`src/rtl/core/bte_pkg.sv`:
```
// Shared types, constants and the per-button frame update for the turbo/autohold engine.
package bte_pkg;

	localparam int BUTTONS_DEF = 32;
	localparam int MASK_W = 32;
	localparam int PAT_W = 32;
	localparam int LEN_W = 6;
	localparam int STEP_W = 5;
	localparam int IDX_IN_W = 6;
	localparam int TLEN_IN_W = 8;
	localparam logic [TLEN_IN_W-1:0] MAX_TURBO_LEN = 8'd32;

	typedef enum logic [1:0] {
		CMD_SET   = 2'd0,
		CMD_CLEAR = 2'd1,
		CMD_TICK  = 2'd2,
		CMD_NONE  = 2'd3
	} cmd_t;

	typedef struct packed {
		logic             pressed;
		logic             turbo_on;
		logic [PAT_W-1:0] pattern;
		logic [LEN_W-1:0] length;
	} pend_rec_t;

	typedef struct packed {
		logic              [PAT_W-1:0] pattern;
		logic              [LEN_W-1:0] length;
		logic              [STEP_W-1:0] step;
	} act_rec_t;

	typedef struct packed {
		logic              valid;
		logic [MASK_W-1:0] mask;
	} result_t;

	localparam int PEND_W = $bits(pend_rec_t);
	localparam int ACT_W = $bits(act_rec_t);

	function automatic logic [LEN_W-1:0] sat_length(input logic [TLEN_IN_W-1:0] len);
		logic [LEN_W-1:0] r;
		if (len > MAX_TURBO_LEN) begin
			r = LEN_W'(MAX_TURBO_LEN);
		end else begin
			r = len[LEN_W-1:0];
		end
		return r;
	endfunction

	// Returns the updated active record; level comes out through the output argument.
	function automatic act_rec_t tick_rec(input pend_rec_t p, input act_rec_t a,
			input logic hold, output logic level);
		act_rec_t        r;
		logic [LEN_W-1:0] nxt;
		r = a;
		if ((a.pattern != p.pattern) || (a.length != p.length)) begin
			r.step = '0;
			r.pattern = p.pattern;
			r.length = p.length;
		end
		level = p.pressed | hold;
		if (p.turbo_on) begin
			level = level & r.pattern[r.step];
			nxt = LEN_W'(r.step) + LEN_W'(1);
			if (nxt >= r.length) begin
				nxt = '0;
			end
			r.step = nxt[STEP_W-1:0];
		end
		return r;
	endfunction

endpackage

```
`src/rtl/core/bte_ram.sv`:
```
// Single-port-write, single-port-read synchronous memory with a registered read.
module bte_ram #(
	parameter int WIDTH = 8,
	parameter int DEPTH = 32,
	parameter int AW = 5
) (
	input  logic             clk,
	input  logic             wr_en,
	input  logic [AW-1:0]    wr_addr,
	input  logic [WIDTH-1:0] wr_data,
	input  logic [AW-1:0]    rd_addr,
	output logic [WIDTH-1:0] rd_data
);

	logic [WIDTH-1:0] mem [DEPTH];

	always_ff @(posedge clk) begin
		if (wr_en) begin
			mem[wr_addr] <= wr_data;
		end
		rd_data <= mem[rd_addr];
	end

endmodule

```
`src/rtl/core/bte_ctrl.sv`:
```
// Command sequencer: set writes, autohold clearing and the per-frame sweep over both memories.
module bte_ctrl #(
	parameter int BUTTONS = bte_pkg::BUTTONS_DEF
) (
	input  logic                           clk,
	input  logic                           arst_n,
	input  logic                           in_valid,
	output logic                           in_ready,
	input  logic [1:0]                     command,
	input  logic [bte_pkg::IDX_IN_W-1:0]   button_index,
	input  logic                           pressed,
	input  logic                           turbo_enable,
	input  logic [bte_pkg::PAT_W-1:0]      turbo_pattern,
	input  logic [bte_pkg::TLEN_IN_W-1:0]  turbo_length,
	input  logic                           suppress,
	input  logic                           autohold_enable,
	input  logic                           slot_free,
	output bte_pkg::result_t               res
);

	localparam int IDX_W = (BUTTONS > 1) ? $clog2(BUTTONS) : 1;
	localparam logic [IDX_W-1:0] LAST = IDX_W'(BUTTONS - 1);

	typedef enum logic [1:0] {
		ST_IDLE,
		ST_SWEEP,
		ST_DONE
	} state_t;

	state_t                        state_q;
	logic [IDX_W-1:0]              iss_q;
	logic                          iss_done_q;
	logic                          rd_v_s1;
	logic [IDX_W-1:0]              idx_s1;
	logic [BUTTONS-1:0]            pend_valid_q;
	logic [BUTTONS-1:0]            act_valid_q;
	logic [BUTTONS-1:0]            hold_q;
	logic [bte_pkg::MASK_W-1:0]    mask_q;

	logic                          accept;
	logic                          set_hit;
	logic [IDX_W-1:0]              set_idx;
	logic [IDX_W-1:0]              rd_addr;
	logic [bte_pkg::PEND_W-1:0]    pend_rd;
	logic [bte_pkg::ACT_W-1:0]     act_rd;
	bte_pkg::pend_rec_t            pend_wr;
	bte_pkg::pend_rec_t            pend_cur;
	bte_pkg::act_rec_t             act_cur;
	bte_pkg::act_rec_t             act_new;
	logic                          level;
	logic [5:0]                    idx_ext;

	assign in_ready = (state_q == ST_IDLE);
	assign accept = in_valid && in_ready;
	assign set_hit = accept && (bte_pkg::cmd_t'(command) == bte_pkg::CMD_SET)
		&& ({1'b0, button_index} < 7'(BUTTONS));
	assign set_idx = IDX_W'(button_index);
	assign rd_addr = (state_q == ST_SWEEP) ? iss_q : '0;

	assign pend_wr.pressed = pressed;
	assign pend_wr.turbo_on = turbo_enable;
	assign pend_wr.pattern = turbo_pattern;
	assign pend_wr.length = bte_pkg::sat_length(turbo_length);

	bte_ram #(.WIDTH(bte_pkg::PEND_W), .DEPTH(BUTTONS), .AW(IDX_W)) u_pend (
		.clk     (clk),
		.wr_en   (set_hit),
		.wr_addr (set_idx),
		.wr_data (pend_wr),
		.rd_addr (rd_addr),
		.rd_data (pend_rd)
	);

	always_comb begin
		pend_cur = pend_valid_q[idx_s1] ? bte_pkg::pend_rec_t'(pend_rd) : '0;
		act_cur = act_valid_q[idx_s1] ? bte_pkg::act_rec_t'(act_rd) : '0;
		act_new = bte_pkg::tick_rec(pend_cur, act_cur, hold_q[idx_s1], level);
	end

	bte_ram #(.WIDTH(bte_pkg::ACT_W), .DEPTH(BUTTONS), .AW(IDX_W)) u_act (
		.clk     (clk),
		.wr_en   (rd_v_s1),
		.wr_addr (idx_s1),
		.wr_data (act_new),
		.rd_addr (rd_addr),
		.rd_data (act_rd)
	);

	assign idx_ext = 6'(idx_s1);
	assign res.valid = (state_q == ST_DONE) && slot_free;
	assign res.mask = mask_q;

	always_ff @(posedge clk or negedge arst_n) begin
		if (!arst_n) begin
			state_q <= ST_IDLE;
			iss_q <= '0;
			iss_done_q <= 1'b0;
			rd_v_s1 <= 1'b0;
			idx_s1 <= '0;
			pend_valid_q <= '0;
			act_valid_q <= '0;
			hold_q <= '0;
			mask_q <= '0;
		end else begin
			if (set_hit) begin
				pend_valid_q[set_idx] <= 1'b1;
				if (autohold_enable && pressed) begin
					hold_q[set_idx] <= 1'b1;
				end
			end
			if (rd_v_s1) begin
				act_valid_q[idx_s1] <= 1'b1;
				if ((idx_ext < 6'd32) && level) begin
					mask_q[idx_ext[4:0]] <= 1'b1;
				end
			end
			unique case (state_q)
				ST_IDLE: begin
					rd_v_s1 <= 1'b0;
					if (accept) begin
						case (bte_pkg::cmd_t'(command))
							bte_pkg::CMD_CLEAR: hold_q <= '0;
							bte_pkg::CMD_TICK: begin
								mask_q <= '0;
								if (suppress) begin
									act_valid_q <= '0;
									state_q <= ST_DONE;
								end else begin
									iss_q <= '0;
									iss_done_q <= 1'b0;
									state_q <= ST_SWEEP;
								end
							end
							default: ;
						endcase
					end
				end
				ST_SWEEP: begin
					rd_v_s1 <= !iss_done_q;
					idx_s1 <= iss_q;
					if (!iss_done_q) begin
						if (iss_q == LAST) begin
							iss_done_q <= 1'b1;
						end else begin
							iss_q <= iss_q + IDX_W'(1);
						end
					end
					if (rd_v_s1 && (idx_s1 == LAST)) begin
						state_q <= ST_DONE;
					end
				end
				ST_DONE: begin
					rd_v_s1 <= 1'b0;
					if (slot_free) begin
						state_q <= ST_IDLE;
					end
				end
				default: state_q <= ST_IDLE;
			endcase
		end
	end

endmodule

```
`src/rtl/core/button_turbo_autohold_engine_top.sv`:
```
// Top level of the button turbo/autohold engine: ports, configuration and result registers.
//
//  Channel  Signals                                   Direction
//  cfg      cfg_valid/cfg_ready, cfg_data             in
//  in       in_valid/in_ready, command .. suppress    in
//  out      out_valid/out_ready, pressed_mask         out
//
// A frame tick sweeps one button per cycle through both memories, each with a single
// read port. Reset clears all valid bits at once, so no clearing pass is needed.
// A result waiting on out_ready does not block set and clear beats.
module button_turbo_autohold_engine_top #(
	parameter int BUTTONS = bte_pkg::BUTTONS_DEF
) (
	input  logic                           clk,
	input  logic                           arst_n,
	input  logic                           cfg_valid,
	output logic                           cfg_ready,
	input  logic                           cfg_data,
	input  logic                           in_valid,
	output logic                           in_ready,
	input  logic [1:0]                     command,
	input  logic [bte_pkg::IDX_IN_W-1:0]   button_index,
	input  logic                           pressed,
	input  logic                           turbo_enable,
	input  logic [bte_pkg::PAT_W-1:0]      turbo_pattern,
	input  logic [bte_pkg::TLEN_IN_W-1:0]  turbo_length,
	input  logic                           suppress,
	output logic                           out_valid,
	input  logic                           out_ready,
	output logic [bte_pkg::MASK_W-1:0]     pressed_mask
);

	logic                       autohold_enable_q;
	logic                       out_valid_q;
	logic [bte_pkg::MASK_W-1:0] mask_q;
	logic                       slot_free;
	bte_pkg::result_t           res;

	assign cfg_ready = 1'b1;
	assign slot_free = !out_valid_q || out_ready;
	assign out_valid = out_valid_q;
	assign pressed_mask = mask_q;

	bte_ctrl #(.BUTTONS(BUTTONS)) u_ctrl (
		.clk             (clk),
		.arst_n          (arst_n),
		.in_valid        (in_valid),
		.in_ready        (in_ready),
		.command         (command),
		.button_index    (button_index),
		.pressed         (pressed),
		.turbo_enable    (turbo_enable),
		.turbo_pattern   (turbo_pattern),
		.turbo_length    (turbo_length),
		.suppress        (suppress),
		.autohold_enable (autohold_enable_q),
		.slot_free       (slot_free),
		.res             (res)
	);

	always_ff @(posedge clk or negedge arst_n) begin
		if (!arst_n) begin
			autohold_enable_q <= 1'b0;
			out_valid_q <= 1'b0;
		end else begin
			if (cfg_valid) begin
				autohold_enable_q <= cfg_data;
			end
			if (res.valid) begin
				out_valid_q <= 1'b1;
			end else if (out_ready) begin
				out_valid_q <= 1'b0;
			end
		end
	end

	always_ff @(posedge clk) begin
		if (res.valid) begin
			mask_q <= res.mask;
		end
	end

endmodule
```
`config.mk`:
```
export PLATFORM = sky130hd
export DESIGN_NAME = button_turbo_autohold_engine_top
export DESIGN_NICKNAME = d
export VERILOG_FILES = /design/src/rtl/core/bte_pkg.sv /design/src/rtl/core/bte_ram.sv /design/src/rtl/core/bte_ctrl.sv /design/src/rtl/core/button_turbo_autohold_engine_top.sv
export SDC_FILE = /design/constraint.sdc
export NUM_CORES = 2
export LEC_CHECK = 0
export BUFFER_PORTS_ARGS = -buffer_cell sky130_fd_sc_hd__buf_2
export CAP_MARGIN = 10
export CORE_ASPECT_RATIO = 0.5
export CORE_MARGIN = 5
export CORE_UTILIZATION = 50
export DETAILED_ROUTE_END_ITERATION = 16
export PLACE_DENSITY = 0.65
export SLEW_MARGIN = 15
export SYNTH_ARGS = -nofsm -noshare
export SYNTH_HDL_FRONTEND = slang
export SYNTH_HIERARCHICAL = 1
export SYNTH_SLANG_ARGS = --single-unit
```
`constraint.sdc`:
```
create_clock -name clk -period 15.9 [get_ports clk]
set_clock_uncertainty 0.2 [all_clocks]
set_input_delay 0.795 -clock clk [delete_from_list [all_inputs] [get_ports clk]]
set_output_delay 0.795 -clock clk [all_outputs]
set_load 0.02 [all_outputs]
```
# --- After elaboration in Yosys (flattened, before gate mapping) ---
# Memories as Yosys holds them, arrays and structs flattened. A register that Yosys moved wholly into a read port is not among the register bits.
# Cells that the tools add are included.
totals:
  register_bits: 176
  mem_bits_rw: 2656
  wordCells: 128
  n_memories: 2
classes:
  n_addsub: 2
  order_cmp: 9
  n_eq_ne: 15
  muxes: 60
  n_bitwise: 6
  reduce_logical: 22
mem_list:
  columns: ["memory", "words", "width", "rd", "rd_ports_with_merged_regs", "write_ports", "line", "text"]
  rows:
  - ["u_ctrl.u_act.mem", 32, 43, 1, 1, 1, "bte_ram.sv:15", "logic [WIDTH-1:0] mem [DEPTH];"]
  - ["u_ctrl.u_pend.mem", 32, 40, 1, 1, 1, "bte_ram.sv:15", null]
op_table:
  columns: ["cell", "count"]
  rows:
  - ["2-to-1 mux 32 bit", 15]
  - ["OR 32 bit", 4]
  - ["2-to-1 mux 43 bit", 2]
  - ["2-to-1 mux 40 bit", 1]
  - ["2-to-1 mux 5 bit", 8]
  - ["inequality test 32 bit", 1]
  - ["less-than comparator 5 x 6 -> 1 bit, second input constant", 4]
  - ["binary-select mux 1 bit (select 5 bit)", 4]
  - ["2-to-1 mux 1 bit", 18]
  - ["inequality test 2 bit, second input constant", 6]
  - ["demux 1 bit (select 5 bit)", 2]
  - ["== test 5 bit, second input constant", 2]
  - ["greater-or-equal comparator 5 x 1 -> 1 bit, second input constant", 2]
  - ["2-to-1 mux 2 bit", 5]
  - ["case mux 5 bit (2 select lines)", 1]
  - ["logical AND 1 bit", 9]
  - ["> comparator 8 x 6 -> 1 bit, second input constant", 1]
  - ["AND reduction 4 bit", 2]
  - ["adder 5 x 1 -> 6 bit, second input constant", 1]
  - ["greater-or-equal comparator 6 bit", 1]
  - ["less-than comparator 6 bit, second input constant", 1]
  - ["2-to-1 mux 6 bit", 1]
  - ["inequality test 6 bit", 1]
  - ["case mux 2 bit (3 select lines)", 1]
  - ["other kinds (13)", 21]

# --- Depth between registers and ports, before layout ---
logic_depth:
  ltp_word: 16
  ltp_mapped: 26

# --- Cells and area by module ---
# The synthesis kept the hierarchy.
by_module_without_submodules:
  columns: ["mod", "n_inst", "cells_per_inst", "area_per_inst_um2", "seq_area_each_um2"]
  rows:
  - ["bte_ram at u_ctrl.u_act", 1, 3020, 54487.3, 42180.5]
  - ["bte_ram at u_ctrl.u_pend", 1, 2813, 50564.7, 39237.6]
  - ["bte_ctrl", 1, 937, 8403.1, 3553.4]
  - ["button_turbo_autohold_engine_top", 1, 39, 1049.8, 1011.0]

# --- Least setup slack after synthesis ---
# No wires, ideal clock.
synth_path:
  path_kind: "register to register"
  startpoint: "register u_ctrl.idx_s1[3]"
  endpoint: "memory u_ctrl/u_act/mem[0][3] in the netlist's numbering, data pin"
  arrival_ns: 5.875
  setup_slack_ns: 9.449
  stages_incl_launch_ff: 20
  path_buffers: 5
  period_less_slack_ns: 6.451
  path_cell_list: "dfrtp_1 > clkbuf_1 > nor3_1 > a22o_1 > a221oi_4 > buf_6 > buf_2 > clkbuf_1 > clkbuf_1 > nor2b_1 > ha_1 > nand2b_1 > a21o_1 > a21oi_1 > nor2b_1 > o21ai_0 > nand2b_1 > a211o_1 > or3_1 > a21oi_1"
synth_lines:
  columns: ["element", "line", "text"]
  rows:
  - ["start, declared", "bte_ctrl.sv:34", "logic [IDX_W-1:0] idx_s1;"]
  - ["start signal, assigned", "bte_ctrl.sv:140", "idx_s1 <= iss_q;"]
  - ["end, declared", "bte_ram.sv:15", null]

==> results.py <==
metrics = {
    "detailed_routing": {
        "ant_nets": 0,
        "num_vias": 62100,
        "drcViolationCount": 0,
        "route.final.wire_length_um": 292000,
        "routedWlPerCell_um": 28.6,
        "viasPerCell": 6.07,
        "drt_pass1_iterations": 5,
        "drt_iter0_drc": 6941,
    },
    "hold_path": {
        "min_path_type": "in -> reg",
    },
    "clocking": {
        "cts.sink_count": 2915,
        "holdBufCountCts": 3,
        "cts_tree": "yes",
        "cts_root_buf": "clkbuf_16",
        "clock_latency_ns": 0.83,
        "cts_resized": 0,
        "h-tree-depth": 5,
        "clkTransAtPathRegs_ns": 0.07,
        "postCtsSetupBuffers": 0,
        "cts_made_buffers": 266,
        "cts_buffer_depth": 4,
    },
    "logic_synthesis": {
        "async_reset_ff_share_pct": 4.94,
        "synth_mux_area_share_pct": 12.2,
        "yosys_most_used_dff": "edfxtp_1",
        "syn_avg_cell_area_um2": 16.8,
        "synth-xor-area-share_pct": 0.168,
        "synth-adder-area-share_pct": 0.0983,
        "synth_cell_types": 72,
        "synth_top_family_by_area": "multiplexers",
        "syn-instance-count": 6809,
        "synthesis.nets": 6875,
        "synth_seq_cells": 2915,
        "synthesis.area_um2": 115000,
        "synth_compound_area_share_pct": 6.01,
        "seq_area_frac_synth_pct": 75.1,
        "synth_edf_count": 2688,
        "yosys.area_share.simple_pct": 4.22,
        "yosysWarnings": 6,
    },
    "final_layout": {
        "nets": 7008,
        "multi_input_area_um2": 26700,
        "area_delta_synth_final_pct": 10.5,
        "final-seq-area_um2": 86000,
        "drive_gt1_share_pct": 10.5,
        "n_fill_cell": 17600,
    },
    "global_route": {
        "grt_max_degree": 121,
        "grt_pass1_vias": 59500,
        "grt_usage_pct": 23.8,
        "antenna_found_initial": 21,
        "grt_pass1_wl_um": 418000,
        "overflow": 0,
    },
    "die": {
        "core_um2": 228000,
        "rows": 124,
        "boundaryPins": 92,
        "initial_utilization_pct": 50.2,
        "die_area_um2": 239000,
        "die_width_um": 687,
        "die_y_um": 348,
    },
    "timing": {
        "setup_viol": 0,
        "slew_violations": 0,
        "period_share_pct": 49.8,
        "hold_viol_final": 0,
        "slew_headroom_pct": 14.9,
        "fmax_mhz": 126,
        "period_minus_slack_ns": 7.92,
        "rsz0062_at_grt": "no",
        "fin_setup_tns_ns": 0,
        "worstMarginPinSlew_ns": 1.27,
    },
    "job": {
        "drv_cap": 0,
    },
    "placed_design": {
        "hpwl_um": 145000,
        "finalWeightedCongestion": 0.884,
        "io_buffers": 90,
    },
    "power": {
        "power.density_nw_per_um2": 153,
        "leakagePower_nw": 41.3,
        "ir_worst_vdd_mv": 0.134,
        "power.total_w": 0.0194,
    },
    "worst_setup_path": {
        "startpoint_type": "register",
        "path_max_fanout": 73,
        "criticalPathCategory": "reg -> reg",
        "cp.arrival_ns": 8.24,
        "worstPathRequired_ns": 16.22,
        "cp-end-kind": "register",
    },
    "run_status": {
        "outcome": "finished clean",
    },
}
[synthesized netlist by cell type (19+ instances only)]
master | number | share of area, %
nor3_1 | 100 | 0.44
a21oi_1 | 326 | 1.4
nor2b_1 | 41 | 0.22
buf_1 | 19 | 0.062
buf_2 | 96 | 0.42
o31ai_1 | 32 | 0.21
nand3_1 | 266 | 1.2
nand2_1 | 347 | 1.1
a31oi_1 | 91 | 0.50
buf_6 | 67 | 0.66
edfxtp_1 | 2688 | 70
nor2_1 | 188 | 0.62
a22oi_1 | 257 | 1.7
a22o_1 | 171 | 1.3
clkbuf_1 | 139 | 0.46
buf_4 | 58 | 0.38
a21o_1 | 23 | 0.15
dfxtp_1 | 83 | 1.5
mux2i_1 | 1350 | 12
o21ai_0 | 31 | 0.14
dfrtp_1 | 144 | 3.1
inv_1 | 33 | 0.11
[cell families (layout without fill, tap and decap cells)]
family                   Yosys count  in the layout
adder cells (fa/ha/maj)            9              9
other                              1              6
AO/OA/AOI/OAI                   1013           1013
buffers and inverters            426            755
XOR/XNOR                          22             22
multiplexers                    1376           1376
AND/OR/NAND/NOR                 1047           1047
flip-flops                      2915           2915
[per-layer routing]
layer	wire length (µm)	share of wire, %	track usage (%)	up-vias
li1	-	-	-	26900
met1	124000	42	34.4	32100
met2	137000	47	37.9	2506
met3	24000	8.2	4.16	473
met4	7310	2.5	5.97	4
met5	26	0.0089	0	-
[per-stage QoR]
step	instance area (µm²)	hold slack, ns	instances	worst slack, ns	util, %
2_1_floorplan	115000	0.222	6809	9.45	-
3_5_place_dp	118000	0.231	9757	7.85	51.9
3_3_place_gp	118000	0.230	9757	7.82	51.9
4_1_cts	126000	0.0384	10200	7.82	55.4
6_report	127000	0.0787	10200	7.98	55.5
5_1_grt	127000	0.0656	10200	7.75	55.4
[worst max-delay path: stages, from the launching register on]
cell and delay [ns]:
dfrtp_2 0.35, buf_4 0.58, mux2_2 0.41, a222oi_1 0.39
o211ai_1 0.22, a221oi_4 0.26, buf_4 0.81, mux2i_1 0.22
a2111oi_1 0.45, nand4_1 0.20, or2_1 0.44, nor2_1 0.34
ha_1 0.31, ha_1 0.30, a21o_1 0.16, a21oi_1 0.14
nor2b_1 0.06, o21ai_0 0.14, nand2b_1 0.08, a211o_1 0.40
or3_1 0.39, a21oi_4 0.62
[final timing paths]
kind / start / end / slack [ns] / cells past startpoint
setup / recovery: u_ctrl/idx_s1[0] / u_ctrl/u_act/mem[30][3] / 7.98 / 21
hold / removal: suppress / u_ctrl/state_q[0] / 0.08 / 2
setup reg to reg: u_ctrl/idx_s1[0] / u_ctrl/u_act/mem[30][3] / 7.98 / 21
hold reg to reg: u_ctrl/mask_q[8] / pressed_mask[8] / 0.24 / 0
max in group asynchronous: arst_n / u_ctrl/mask_q[18] / 14.01 / 3
min in group asynchronous: arst_n / u_ctrl/hold_q[29] / 0.29 / 2
[cell usage in the layout, fill, tap and decap left out, drive strengths merged, types with 6 or more instances in the layout]
master       n
o21ai       32
edfxtp    2688
mux4        11
nand3b      16
xor2         7
nor2       190
a21o        23
a22o       171
or3         13
a22oi      257
xnor2       15
clkinv      95
buf        255
nor3       100
a21oi      326
o21bai      16
or3b        11
o31ai       32
nand2b      17
and2        13
nor3b        8
clkbuf     354
clkinvlp     6
a31oi       91
inv         37
nor2b       41
o22ai       17
nand3      266
nand2      347
and3b        6
ha           9
dfrtp      144
dfxtp       83
mux2i     1350
nand4        6
mux2        15
[sequential cells by signal (all words and copies together), names as in the netlist, 2 cells and up]
| name | flops |
|---|---|
| pressed_mask | 32 |
| u_ctrl/act_valid_q | 32 |
| u_ctrl/hold_q | 32 |
| u_ctrl/idx_s1 | 5 |
| u_ctrl/iss_q | 5 |
| u_ctrl/mask_q | 32 |
| u_ctrl/pend_valid_q | 32 |
| u_ctrl/state_q | 2 |
| u_ctrl/u_act/mem | 1376 |
| u_ctrl/u_act/rd_data | 43 |
| u_ctrl/u_pend/mem | 1280 |
| u_ctrl/u_pend/rd_data | 40 |
[power by group]
part | total (W) | switching, W | internal [W] | leakage, nW
clock | 0.00606 | 0.00271 | 0.00336 | 3.93
sequential | 0.00921 | 0.000202 | 0.00901 | 27.1
combinational | 0.00409 | 0.00262 | 0.00147 | 10.3
[final cells by class]
cell class | instances | area share, %
sequential | 2915 | 67.9
multi-input combinational | 3468 | 21.1
clock buffer | 354 | 5.85
tap | 3087 | 3.05
timing repair buffer | 258 | 1.46
clock inverter | 110 | 0.510
inverter | 33 | 0.0979
antenna | 5 | 0.00989
Power figures use the tool's default switching activity.
